File: config.mk
export PLATFORM = sky130hd
export DESIGN_NAME = masked_byte_pattern_scanner
export DESIGN_NICKNAME = d
export VERILOG_FILES = /design/src/rtl/core/mbps_pkg.sv /design/src/rtl/core/masked_byte_pattern_scanner.sv
export SDC_FILE = /design/constraint.sdc
export NUM_CORES = 1
export LEC_CHECK = 0
export BUFFER_PORTS_ARGS = -buffer_cell sky130_fd_sc_hd__buf_2
export CORE_MARGIN = 2
export CORE_UTILIZATION = 50
export DETAILED_ROUTE_END_ITERATION = 10
export MAX_ROUTING_LAYER = met4
export PLACE_DENSITY_LB_ADDON = 0.08
export SYNTH_ARGS = -nofsm -noshare
export SYNTH_HDL_FRONTEND = slang
export SYNTH_SLANG_ARGS = --single-unit
File: constraint.sdc
create_clock -name clk_i -period 8.1 [get_ports clk_i]
set_input_delay 1.62 -clock clk_i [delete_from_list [all_inputs] [get_ports clk_i]]
set_output_delay 1.62 -clock clk_i [all_outputs]
set_load 0.1 [all_outputs]
File: src/rtl/core/mbps_pkg.sv
`timescale 1ns / 1ps
// ----------------------------------------------------------------------------
// Masked byte pattern scanner package
// Item types and register indexes shared by the scanner and its users.
// ----------------------------------------------------------------------------
package mbps_pkg;

  localparam int unsigned AddrWidth = 64;
  localparam int unsigned CfgWidth  = 64;
  localparam int unsigned CareWidth = 16;
  localparam int unsigned LenWidth  = 5;

  typedef enum logic [1:0] {
    RegPatLow  = 2'd0,
    RegPatHigh = 2'd1,
    RegCare    = 2'd2,
    RegLen     = 2'd3
  } cfg_reg_e;

  typedef struct packed {
    logic [7:0]           data_byte;
    logic                 first_byte;
    logic                 last_byte;
    logic [AddrWidth-1:0] region_base;
  } in_item_t;

  typedef struct packed {
    logic [AddrWidth-1:0] match_address;
    logic                 found;
  } out_item_t;

endpackage

File: src/rtl/core/masked_byte_pattern_scanner.sv
`timescale 1ns / 1ps
// ----------------------------------------------------------------------------
// Masked byte pattern scanner
// Finds the lowest offset of a wildcard byte pattern in a byte stream.
// ----------------------------------------------------------------------------
// The scanner takes one buffer byte per clock and compares a window of the
// latest bytes against the whole pattern in parallel, so it sustains one item
// per cycle while the output is not stalled. An accepted item passes an input
// register and the compare logic and lands in the result register. Each buffer
// gives at most one result: the first match address, or not found at its last
// byte. Configuration must be written by the user only while the scanner is
// idle; the scanner itself does not enforce this.
module masked_byte_pattern_scanner #(
  parameter int unsigned MAX_PATTERN = 16
) (
  input  logic                clk_i,
  input  logic                rst_ni,
  input  logic                in_valid_i,
  output logic                in_ready_o,
  input  mbps_pkg::in_item_t  in_item_i,
  output logic                out_valid_o,
  input  logic                out_ready_i,
  output mbps_pkg::out_item_t out_item_o,
  input  logic                cfg_we_i,
  input  logic [1:0]          cfg_idx_i,
  input  logic [63:0]         cfg_data_i
);
  import mbps_pkg::*;

  localparam int unsigned LW = $clog2(MAX_PATTERN + 1);
  localparam int unsigned IW = (MAX_PATTERN > 1) ? $clog2(MAX_PATTERN) : 1;
  localparam logic [LW-1:0] MaxLen = LW'(MAX_PATTERN);

  logic [CfgWidth-1:0]  pat_lo_q, pat_hi_q;
  logic [CareWidth-1:0] care_q;
  logic [LenWidth-1:0]  len_q;

  in_item_t             in_q;
  logic                 in_vld_q;
  out_item_t            out_q;
  logic                 out_vld_q;

  logic [7:0]           win_q [MAX_PATTERN];
  logic [7:0]           win_d [MAX_PATTERN];
  logic [LW-1:0]        cnt_q, cnt_d;
  logic [AddrWidth-1:0] addr_q, addr_d;
  logic                 fin_q, fin_d;

  logic                 adv;
  logic [LW-1:0]        len_eff;
  logic [127:0]         pat_all;
  logic [LW-1:0]        cnt_base;
  logic [AddrWidth-1:0] addr_base;
  logic                 fin_base;
  logic                 hit;
  logic [AddrWidth-1:0] adj;
  logic                 res_vld;
  out_item_t            res;

  always_ff @(posedge clk_i or negedge rst_ni) begin
    if (!rst_ni) begin
      pat_lo_q <= '0;
      pat_hi_q <= '0;
      care_q   <= '0;
      len_q    <= LenWidth'(1);
    end else if (cfg_we_i) begin
      unique case (cfg_reg_e'(cfg_idx_i))
        RegPatLow:  pat_lo_q <= cfg_data_i;
        RegPatHigh: pat_hi_q <= cfg_data_i;
        RegCare:    care_q   <= cfg_data_i[CareWidth-1:0];
        RegLen:     len_q    <= cfg_data_i[LenWidth-1:0];
        default:    pat_lo_q <= pat_lo_q;
      endcase
    end
  end

  assign adv        = !out_vld_q || out_ready_i;
  assign in_ready_o = !in_vld_q || adv;
  assign pat_all    = {pat_hi_q, pat_lo_q};

  always_comb begin
    if (len_q > LenWidth'(MAX_PATTERN)) begin
      len_eff = MaxLen;
    end else begin
      len_eff = LW'(len_q);
    end
  end

  always_comb begin
    logic [LW-1:0] pos;
    cnt_base  = in_q.first_byte ? '0 : cnt_q;
    addr_base = in_q.first_byte ? in_q.region_base : addr_q;
    fin_base  = in_q.first_byte ? 1'b0 : fin_q;

    win_d[0] = in_q.data_byte;
    for (int j = 1; j < MAX_PATTERN; j++) begin
      win_d[j] = win_q[j-1];
    end
    cnt_d  = (cnt_base == MaxLen) ? MaxLen : cnt_base + LW'(1);
    addr_d = addr_base + AddrWidth'(1);

    hit = (len_eff != '0) && (cnt_d >= len_eff);
    for (int i = 0; i < MAX_PATTERN; i++) begin
      pos = len_eff - LW'(1) - LW'(i);
      if ((LW'(i) < len_eff) && care_q[i] &&
          (win_d[pos[IW-1:0]] != pat_all[8*i +: 8])) begin
        hit = 1'b0;
      end
    end

    adj = AddrWidth'(1) - AddrWidth'(len_eff);
    res_vld = 1'b0;
    res     = '0;
    fin_d   = fin_base;
    if (!fin_base) begin
      if (hit) begin
        res_vld             = 1'b1;
        res.match_address   = addr_base + adj;
        res.found           = 1'b1;
        fin_d               = 1'b1;
      end else if (in_q.last_byte) begin
        res_vld = 1'b1;
        fin_d   = 1'b1;
      end
    end
  end

  always_ff @(posedge clk_i or negedge rst_ni) begin
    if (!rst_ni) begin
      in_vld_q  <= 1'b0;
      out_vld_q <= 1'b0;
      cnt_q     <= '0;
      addr_q    <= '0;
      fin_q     <= 1'b0;
    end else begin
      if (in_ready_o) begin
        in_vld_q <= in_valid_i;
      end
      if (adv) begin
        out_vld_q <= in_vld_q && res_vld;
      end
      if (adv && in_vld_q) begin
        fin_q <= fin_d;
        if (!fin_base) begin
          cnt_q  <= cnt_d;
          addr_q <= addr_d;
        end else begin
          cnt_q  <= cnt_base;
          addr_q <= addr_base;
        end
      end
    end
  end

  always_ff @(posedge clk_i) begin
    if (in_valid_i && in_ready_o) begin
      in_q <= in_item_i;
    end
    if (adv && in_vld_q && res_vld) begin
      out_q <= res;
    end
    if (adv && in_vld_q && !fin_base) begin
      for (int j = 0; j < MAX_PATTERN; j++) begin
        win_q[j] <= win_d[j];
      end
    end
  end

  assign out_valid_o = out_vld_q;
  assign out_item_o  = out_q;

  a_notfound_zero: assert property (@(posedge clk_i) disable iff (!rst_ni)
    out_vld_q && !out_q.found |-> out_q.match_address == '0)
    else $error("Not-found result carries a nonzero address.");

  a_fin_clear: assert property (@(posedge clk_i) disable iff (!rst_ni)
    $fell(fin_q) |-> $past(adv && in_vld_q && in_q.first_byte))
    else $error("Search finished flag cleared without a new buffer.");

  a_result_fin: assert property (@(posedge clk_i) disable iff (!rst_ni)
    adv && in_vld_q && res_vld |=> fin_q && out_vld_q)
    else $error("Result given without marking the search finished.");

  a_cnt_range: assert property (@(posedge clk_i) disable iff (!rst_ni)
    cnt_q <= MaxLen)
    else $error("Byte count exceeds the window depth.");

endmodule
After elaboration in Yosys (flattened, before gate mapping):

Memory sizes are Yosys's and may differ from the RTL's.
Cells that the tools add are included.

* memory bits (writable): 128
* input port bits: 145
* memories: 1
* register bits: 360
* logic and storage cells: 235

* equal/unequal tests: 20
* $add $sub $neg: 20
* bitwise logic cells: 17
* reduce and logical (&&, ||, !) cells: 50
* magnitude comparators: 34
* muxes and demuxes: 78

Memories
* win_q: depth 16, bits a word 8, read ports 15, clocked after Yosys merged registers in 0, wr ports 16, line masked_byte_pattern_scanner.sv:43 `logic [7:0] win_q [MAX_PATTERN];`

Operator list (number)
* 8-bit binary-select mux with 4-bit select: 16
* 8-bit 2-to-1 mux: 32
* 64-bit 2-to-1 mux: 2
* 8-bit != test: 16
* 5-bit greater-or-equal comparator, second input constant: 16
* 4-bit NOT with 5-bit output: 16
* 64-bit by 1-bit adder with 64-bit output, second input constant: 1
* 64-bit adder: 1
* 4-bit by 5-bit less-than comparator with 1-bit output, first input constant: 8
* 1-bit logical AND: 38
* 4-bit subtractor, second input constant: 8
* 1-bit 2-to-1 mux: 24
* 3-bit by 5-bit less-than comparator with 1-bit output, first input constant: 4
* 5-bit 2-to-1 mux: 4
* 4-bit by 3-bit subtractor with 4-bit output, second input constant: 4
* 1-bit by 5-bit less-than comparator with 1-bit output, first input constant: 2
* 2-bit by 5-bit less-than comparator with 1-bit output, first input constant: 2
* 2-bit AND reduction: 4
* 4-bit by 1-bit subtractor with 4-bit output, second input constant: 2
* 4-bit by 2-bit subtractor with 4-bit output, second input constant: 2
* 1-bit by 5-bit subtractor with 6-bit output, first input constant: 1
* 5-bit by 1-bit adder with 5-bit output, second input constant: 1
* 5-bit equality test, second input constant: 1
* 5-bit greater-or-equal comparator: 1
* 9 further kinds: 13

Longest topological paths before layout:

Gate-level depths: netlist of run 1.

* word-level depth: 28
* mapped depth: 28
* mapped depth without buffers: 19

Worst setup path before layout of run 1:

No wires, ideal clock.

* kind: register -> register
* start point: register len_q[4]
* end point: register out_q (netlist bit out_item_o[0]), enable pin
* setup time: 0.489 ns
* required time: 7.611 ns
* period minus slack after synthesis: 8.610 ns
* arrival time: 8.122 ns
* path slack: -0.510 ns
* cell stages (with the launch flop): 25
* cells stage by stage: dfrtp_1 buf_4 nand2b_1 buf_4 clkbuf_1 clkbuf_1 buf_2 ha_1 buf_2 inv_1 buf_2 buf_1 ha_1 xnor2_4 buf_2 buf_2 mux2i_1 mux2i_1 mux2i_1 o211ai_1 o31ai_1 nand2_1 nor3_1 a41oi_1 nor2_1

* longest elaborated chain between the ends: 28

RTL lines
* start: declaration: line masked_byte_pattern_scanner.sv:36 `logic [LenWidth-1:0] len_q;`
* start signal: assignment: line masked_byte_pattern_scanner.sv:65 `len_q <= LenWidth'(1);`
* start signal: assignment: line masked_byte_pattern_scanner.sv:71 `RegLen: len_q <= cfg_data_i[LenWidth-1:0];`
* 5-bit greater-than comparator: line masked_byte_pattern_scanner.sv:82 `if (len_q > LenWidth'(MAX_PATTERN)) begin`
* 5-bit 2-to-1 mux (*): line masked_byte_pattern_scanner.sv:82
* 4-bit by 1-bit subtractor with 4-bit output: line masked_byte_pattern_scanner.sv:104 `pos = len_eff - LW'(1) - LW'(i);`
* 4-bit by 1-bit subtractor with 4-bit output / 4-bit NOT with 5-bit output (equally long branches): line masked_byte_pattern_scanner.sv:104, masked_byte_pattern_scanner.sv:106
* 4-bit NOT with 5-bit output (not written as such) / 8-bit binary-select mux with 4-bit select (equally long branches): line masked_byte_pattern_scanner.sv:106 `(win_d[pos[IW-1:0]] != pat_all[8*i +: 8])) begin`
* 8-bit binary-select mux with 4-bit select / 8-bit 2-to-1 mux (equally long branches): line masked_byte_pattern_scanner.sv:106
* 8-bit 2-to-1 mux (not written as such): line masked_byte_pattern_scanner.sv:106
* 8-bit 2-to-1 mux (not written as such) / 8-bit != test (equally long branches): line masked_byte_pattern_scanner.sv:106
* 8-bit != test / 1-bit logical AND (equally long branches): line masked_byte_pattern_scanner.sv:106, masked_byte_pattern_scanner.sv:105
* 1-bit logical AND / 1-bit 2-to-1 mux (equally long branches): line masked_byte_pattern_scanner.sv:105 `if ((LW'(i) < len_eff) && care_q[i] &&`
* 1-bit 2-to-1 mux (14 in series): line masked_byte_pattern_scanner.sv:105
* 1-bit 2-to-1 mux (*): line masked_byte_pattern_scanner.sv:105
* 1-bit 2-to-1 mux (*): line masked_byte_pattern_scanner.sv:116 `if (hit) begin`
* 1-bit 2-to-1 mux (*): line masked_byte_pattern_scanner.sv:115 `if (!fin_base) begin`
* 1-bit logical AND (*): line masked_byte_pattern_scanner.sv:159 `if (adv && in_vld_q && res_vld) begin`
* end signal: assignment: line masked_byte_pattern_scanner.sv:160 `out_q <= res;`
* end: declaration: line masked_byte_pattern_scanner.sv:40 `out_item_t out_q;`

Every way passes the cells marked *; elsewhere a longest branch is shown, timed or not. The select of a mux whose other input is x is not followed.
A chain may end at the register's enable or synchronous reset.

Worst setup path after layout of run 1:

* start point: register len_q[1]
* end point: register out_q (netlist bit out_item_o[40]) (data pin)

* longest elaborated chain between the ends: 27

RTL lines (line)
* 5-bit greater-than comparator: masked_byte_pattern_scanner.sv:82
* 5-bit 2-to-1 mux (*): masked_byte_pattern_scanner.sv:82
* 4-bit by 1-bit subtractor with 4-bit output: masked_byte_pattern_scanner.sv:104
* 4-bit by 1-bit subtractor with 4-bit output / 4-bit NOT with 5-bit output (equally long branches): masked_byte_pattern_scanner.sv:104, masked_byte_pattern_scanner.sv:106
* 4-bit NOT with 5-bit output (not written as such) / 8-bit binary-select mux with 4-bit select (equally long branches): masked_byte_pattern_scanner.sv:106
* 8-bit binary-select mux with 4-bit select / 8-bit 2-to-1 mux (equally long branches): masked_byte_pattern_scanner.sv:106
* 8-bit 2-to-1 mux (not written as such): masked_byte_pattern_scanner.sv:106
* 8-bit 2-to-1 mux (not written as such) / 8-bit != test (equally long branches): masked_byte_pattern_scanner.sv:106
* 8-bit != test / 1-bit logical AND (equally long branches): masked_byte_pattern_scanner.sv:106, masked_byte_pattern_scanner.sv:105
* 1-bit logical AND / 1-bit 2-to-1 mux (equally long branches): masked_byte_pattern_scanner.sv:105
* 1-bit 2-to-1 mux (15 in series): masked_byte_pattern_scanner.sv:105
* 1-bit NOT (no source line)
* 2-bit OR reduction (no source line)

Marked as above.

==> metrics.cfg, run 1 <==
[run_status]
status=finished, violations left
violations=max-capacitance violations

[sta]
slew_viol_final=0
tightest_slew_ns=1.457
final_hold_viol_count=0
fin_skew_ns=0.02784
post-route-min-period_ns=6.791
whs_ns=0.4738
rsz0062_at_grt=false
fin_tns_setup_ns=0
min_period_over_period_pct=83.84
slew-limit-headroom_pct=1.521
setup_viol=0
setup_slack_ns=1.309
clock.fmax_mhz=147.3

[pwr]
ir_worst_vdd_uv=204.2
powerDensity_mw_per_mm2=332.6
p_leak_nw=14.69

[final_layout]
n_fill_cell=5536
final_cells=3954
area_growth_pct=11.00
nets=3284
antennaDiodeCount=0
layout-drive-gt1-share_pct=22.49

[routing]
drc=0
wirelength_um=106100
wl_per_cell_um=26.83
vias_per_cell=6.296
vias=24890
wl_met2_um=52170
drt_iter0_drc=2336
first_pass_iters=6
ant_nets=0
wl_met3_um=6001
m1WireLength_um=41590
top_layer_used=met4

[setup_path]
critPathBufInv=3
crit_fanout=38
cp.required_ns=8.57
critPathMaxStageDelay_ns=0.77
worst_setup_path_start_kind=register
cp_cell_sequence=nand2b_2, ha_2, nand2b_1, a32o_1, buf_4, xnor2_2, buf_4, mux4_2, xnor2_1, nand3_1, o31ai_1, nand2_1, nor3_4, nand2_2, buf_4, and3b_1
end_kind=register
worstSetupPathType=register to register
critPathSlowestCell=dfrtp_4
r2r_setup_slack_ns=1.31
cp.arrival_ns=7.26
cpLargestDelayFamily=simple AND/OR/NAND/NOR gates
crit_top_cell=buf_4

[clocking]
ctsResizeCount=0
cts_max_path_buffers=3
h-tree-depth=2
numCtsBuffers=53
clkLatencyLatePin_ns=0.63
cts_tree=built
clkSinkCount=480
cts_root_buf=clkbuf_16
postCtsHoldBufs=0
cts_setup_buffers=0
clkSlewWorstSetupHoldPaths_ns=0.06

[global_route]
grt_antenna_before_repair=1
grt_overflow_total=0
first_global_vias=24700
grt_max_degree=122
track_usage_pct=32.07
grt_pass1_wl_um=158000

[logic_synthesis]
yosys_warnings=0
synth-main-ff-cell=edfxtp_1
yosysSeqAreaShare_pct=40.75
synth_async_sr_flop_share_pct=46.04
syn_inst=2903
ys_seq_elements=480
mappedNetlistNets=3132
syn_area_per_cell_um2=11.25
yosysUniqueCellTypes=92
synth_edf_count=259
netlist_area_mm2=0.03266

[floorplan]
core_area_mm2=0.06446
dieArea_mm2=0.06738
die_w_um=259.6
die_y_um=259.6
num_io_pins=212
rows=93
initial_core_util_pct=50.67

[placed_design]
dpl_worst_slack_ns=1.386
place.gp.congestion=0.9925
hpwl_um=79150
place_inst=3855
numPortBuffers=211

[job]
maxCapViolations=1

[worst_hold_path]
hold_class=register to register

stage by stage:
step	util, %	instance area (um2)	power (mW)
CTS	56.24	36250	12.06
floorplan	-	32660	7.959
global route	56.24	36250	12.68
finish	56.24	36250	12.06
detailed placement	53.53	34510	9.573
global placement	53.53	34510	9.504
layer usage:
| layer | vias to the layer above | GRT usage, % |
|---|---|---|
| li1 | 11280 | - |
| met5 | - | - |
| met2 | 940 | 53.44 |
| met4 | 0 | 16.00 |
| met1 | 12410 | 38.40 |
| met3 | 268 | 4.103 |
cells by family after synthesis:
family          Yosys count  synth area share [%]
flops                   480                 40.75
simple gates            636                 9.627
buf+inv                 233                 3.137
xor+xnor                272                 7.374
mux                     626                 24.17
fa+ha+maj                84                 3.241
compound gates          572                 11.70
placed cells by master, fill, tap and decap left out, types with 61 or more instances in the layout:
cell type,instances
a21o_1,66
a21oi_1,99
buf_2,210
dfrtp_1,219
edfxtp_1,259
ha_1,81
inv_1,61
mux2_2,192
mux2i_1,323
mux4_2,111
nand2_1,187
nor2_1,149
o21ai_0,135
xnor2_1,182
xor2_1,87
worst reg2reg max path, stage by stage (launching register included):
cell and delay (ns):
dfrtp_4 0.77, nand2b_2 0.45, ha_2 0.46, nand2b_1 0.23
a32o_1 0.76, buf_4 0.38, xnor2_2 0.14, buf_4 0.30
mux4_2 0.57, xnor2_1 0.16, nand3_1 0.09, o31ai_1 0.75
nand2_1 0.21, nor3_4 0.22, nand2_2 0.50, buf_4 0.44
and3b_1 0.24
registers in the layout, indices dropped and copies added, names as in the netlist:
register	cells
cnt_q	5
in_q	74
len_q	5
addr_q	64
out_valid_o	1
out_item_o	65
pat_hi_q	64
fin_q	1
in_vld_q	1
pat_lo_q	64
win_q	120
care_q	16
cells in the mapped netlist (14+ instances only):
cell type | number | area, um2
a211oi_1 | 22 | 165.2
a21o_1 | 66 | 495.5
a21oi_1 | 99 | 495.5
a22oi_1 | 26 | 195.2
a2bb2oi_1 | 17 | 148.9
a31oi_1 | 20 | 125.1
and3_1 | 18 | 112.6
buf_1 | 15 | 56.30
buf_2 | 51 | 255.2
buf_4 | 16 | 120.1
clkbuf_1 | 80 | 300.3
dfrtp_1 | 220 | 5505
edfxtp_1 | 259 | 7777
ha_1 | 83 | 1039
inv_1 | 61 | 229.0
mux2_2 | 192 | 2162
mux2i_1 | 323 | 3233
mux4_2 | 111 | 2500
nand2_1 | 189 | 709.4
nand2b_1 | 22 | 137.6
nand3_1 | 54 | 270.3
nand4_1 | 33 | 206.5
nor2_1 | 150 | 563.0
nor2b_1 | 40 | 250.2
nor3_1 | 34 | 170.2
nor3b_1 | 16 | 120.1
nor4_1 | 15 | 93.84
o211ai_1 | 21 | 157.7
o21ai_0 | 135 | 675.7
o21bai_1 | 14 | 105.1
o22ai_1 | 27 | 168.9
o31ai_1 | 15 | 112.6
xnor2_1 | 183 | 1603
xor2_1 | 87 | 762.0
layout make-up:
type / count / area [um2] / share of cell area, %
multi-input combinational: 2190 / 18400 / 50.74
sequential: 480 / 13310 / 36.72
clock buffer: 73 / 1503 / 4.145
timing repair buffer: 263 / 1469 / 4.052
tap: 855 / 1070 / 2.951
inverter: 67 / 259.0 / 0.7144
clock inverter: 26 / 246.5 / 0.6799
where the power goes:
group / total [mW] / internal, mW / switching, mW / leakage [nW]
Clock: 2.45 / 1.42 / 1.03 / 0.861
Sequential: 3.41 / 3.00 / 0.409 / 5.14
Combinational: 6.19 / 2.62 / 3.57 / 8.69
Total: 12.1 / 7.04 / 5.02 / 14.7
final timing paths:
kind,cells past startpoint,endpoint,from
worst max register to register,16,out_item_o[40]$_SDFFCE_PP0P_,len_q[1]$_DFFE_PN0P_
max in group asynchronous,2,pat_lo_q[48]$_DFFE_PN0P_,rst_ni
worst min-delay path,2,addr_q[5]$_DFFE_PN0P_,addr_q[5]$_DFFE_PN0P_
min in group asynchronous,1,pat_hi_q[24]$_DFFE_PN0P_,rst_ni
worst max-delay path,16,out_item_o[40]$_SDFFCE_PP0P_,len_q[1]$_DFFE_PN0P_
worst min register to register,2,addr_q[5]$_DFFE_PN0P_,addr_q[5]$_DFFE_PN0P_
Power figures use the tool's default switching activity.
==> inputs of run 2 (changes only) <==
- ABC_AREA: default -> 1
- clock period: 8.1 -> 6.6 ns (I/O delays scaled with it)
==> metrics.cfg, run 2 <==
[logic_synthesis]
netlist_area_mm2=0.03313  ; +1.4%
yosysUniqueCellTypes=54  ; -41%
mappedNetlistNets=4947  ; +58%
synth_top_family_by_area=simple AND/OR/NAND/NOR gates
muxShareOfSynthArea_pct=0.03022  ; -24 points
synth-xor-area-share_pct=3.777  ; -3.6 points
ys_seq_elements=480  ; unchanged
yosysSeqAreaShare_pct=40.18  ; -0.57 points
synth.top_cells.by_count=nand2_1, inv_1, nand3_1
synth-adder-area-share_pct=3.195  ; -0.045 points
synth_top_area_cell=edfxtp_1
synthSimpleGateAreaFrac_pct=33.41  ; +24 points
synth-main-ff-cell=edfxtp_1
synth_compound_area_share_pct=10.63  ; -1.1 points
synth_async_sr_flop_share_pct=46.04  ; unchanged
yosys_warnings=0  ; unchanged
synth_edf_count=259  ; unchanged
syn_area_per_cell_um2=7.021  ; -38%
synth_area_leaders=edfxtp_1, nand2_1, dfrtp_1
yosysMostFrequentCell=nand2_1
yosysTopAreaCellShare_pct=23.48  ; -0.33 points
syn_inst=4718  ; +63%

[sta]
final_hold_viol_count=0  ; unchanged
tightest_slew_ns=1.079  ; -0.3772 ns
slew_viol_final=0  ; unchanged
whs_ns=0.4490  ; -0.02485 ns
rsz0062_at_grt=false
slew-limit-headroom_pct=27.27  ; +26 points
post-route-min-period_ns=5.728  ; -1.063 ns
clock.fmax_mhz=174.6  ; +19%
min_period_over_period_pct=86.79  ; +3.0 points
fin_skew_ns=0.01609  ; -0.01175 ns
fin_tns_setup_ns=0  ; unchanged
setup_viol=0  ; unchanged

[clocking]
cts_max_path_buffers=3  ; unchanged
clkSinkCount=480  ; unchanged
clkSlewWorstSetupHoldPaths_ns=0.06  ; about the same
cts_tree=built
numCtsBuffers=55  ; +3.8%
postCtsHoldBufs=0  ; unchanged
clkLatencyLatePin_ns=0.62  ; about the same
cts_root_buf=clkbuf_16
h-tree-depth=2  ; unchanged
ctsResizeCount=0  ; unchanged
cts_setup_buffers=0  ; unchanged

[final_layout]
n_fill_cell=6472  ; +17%
layout_common_cells=nand2_1, inv_1, nand3_1
largest_register_ffs=120  ; unchanged
multiInputGateArea_mm2=0.01699  ; -7.7%
layout-drive-gt1-share_pct=9.154  ; -13 points
mostFrequentLayoutCell=nand2_1
antennaDiodeCount=0  ; unchanged
final_cells=5747  ; +45%
area_growth_pct=10.60
nets=5069  ; +54%
top_register=win_q
seq_area_mm2=0.01331  ; about the same

[setup_path]
worstSetupPathType=register to register
cp.required_ns=7.07  ; -1.50 ns
cp.arrival_ns=6.20  ; -1.06 ns
crit_fanout=27  ; -29%
end_kind=register
worst_setup_path_start_kind=register

[placed_design]
place.gp.congestion=0.9966  ; +0.41%
place_inst=5647  ; +46%
hpwl_um=85920  ; +8.5%
numPortBuffers=211  ; unchanged

[routing]
wl_per_cell_um=19.26  ; -28%
vias=30900  ; +24%
vias_per_cell=5.376  ; -15%
drc=0  ; unchanged
drt_iter0_drc=2703  ; +16%
wirelength_um=110700  ; +4.4%
first_pass_iters=6  ; unchanged
ant_nets=0  ; unchanged

[run_status]
status=completed

[pwr]
p_leak_nw=17.85  ; +21%
total_power_mw=14.45  ; +20%
ir_worst_vdd_uv=243.2  ; +19%
powerDensity_mw_per_mm2=394.4  ; +19%

[worst_hold_path]
hold_class=register to register

[floorplan]
core_area_mm2=0.06563  ; +1.8%
dieArea_mm2=0.06832  ; +1.4%
die_w_um=261.4  ; +0.70%
num_io_pins=212  ; unchanged
die_y_um=261.4  ; +0.70%
initial_core_util_pct=50.47  ; -0.19 points
rows=94  ; +1.1%

[global_route]
grt_antenna_before_repair=1  ; unchanged
first_global_vias=28650  ; +16%
grt_max_degree=137  ; +12%
track_usage_pct=32.96  ; +0.89 points
grt_pass1_wl_um=166600  ; +5.4%
grt_overflow_total=0  ; unchanged

[job]
maxCapViolations=0  ; -1

## run 2: path summary, 6_finish.rpt
check	startpoint	to	slack (ns)	cells after the start
max reg2reg	len_q[4]$_DFFE_PN0P_	out_item_o[18]$_SDFFCE_PP0P_	0.87	22
min	win_q[1][45]$_DFFE_PP_	win_q[1][53]$_DFFE_PP_	0.45	0
max	len_q[4]$_DFFE_PN0P_	out_item_o[18]$_SDFFCE_PP0P_	0.87	22
max in group asynchronous	rst_ni	addr_q[53]$_DFFE_PN0P_	4.34	2
min in group asynchronous	rst_ni	pat_lo_q[54]$_DFFE_PN0P_	0.71	1
min reg2reg	win_q[1][45]$_DFFE_PP_	win_q[1][53]$_DFFE_PP_	0.45	0
## run 2: critical path, stage by stage, from the launching register on
cell and delay (ns):
dfrtp_1 0.39, buf_4 0.21, nor2_4 0.13, inv_2 0.17, ha_2 0.63, inv_2 0.31
ha_1 0.37, inv_1 0.19, nand2_1 0.28, xnor2_4 0.51, nand3_1 0.19, nand2_1 0.11
nand2_1 0.05, nand2_1 0.06, nand2_1 0.04, nor2_1 0.13, nand2_1 0.07, nand2_1 0.06
nand3_1 0.07, nor2_1 0.38, nand4_1 0.63, buf_4 0.46, nor2_1 0.13
## run 2: per-stage QoR
step | utilization, % | worst slack (ns) | area [um2]
after floorplan | - | 0.6149 | 33130
after global placement | 53.08 | 0.9524 | 34830
after global routing | 55.82 | 0.5531 | 36640
after CTS | 55.82 | 0.9584 | 36640
final | 55.82 | 0.8715 | 36640
after detailed placement | 53.08 | 0.9484 | 34830
## run 2: cell families after synthesis
family	count (synthesis)
AND/OR/NAND/NOR	2645
buffers and inverters	724
AO/OA/AOI/OAI	654
flip-flops	480
XOR/XNOR	130
adder cells (fa/ha/maj)	84
multiplexers	1
## run 2: metal layers
layer | global-route usage, % | wire length [um] | share of wire (%) | up-vias
met5 | - | 0 | 0 | -
li1 | - | - | - | 15550
met4 | 16.24 | 6254 | 5.6 | 0
met3 | 3.252 | 5448 | 4.9 | 205
met1 | 40.12 | 45790 | 41 | 14210
met2 | 54.82 | 53210 | 48 | 927
## run 2: report_power, final
group	total (mW)	internal, mW	switching [mW]
combinational	7.37	2.23	5.14
clock	3.10	1.82	1.27
sequential	3.98	3.67	0.304
total	14.4	7.73	6.72
## run 2: area by class of cell
cell class	instances	area share, %
sequential	480	36.33
inverter	542	5.553
timing repair buffer	247	3.886
multi-input combinational	3514	46.36
tap	864	2.951
clock inverter	23	0.6899
clock buffer	77	4.231
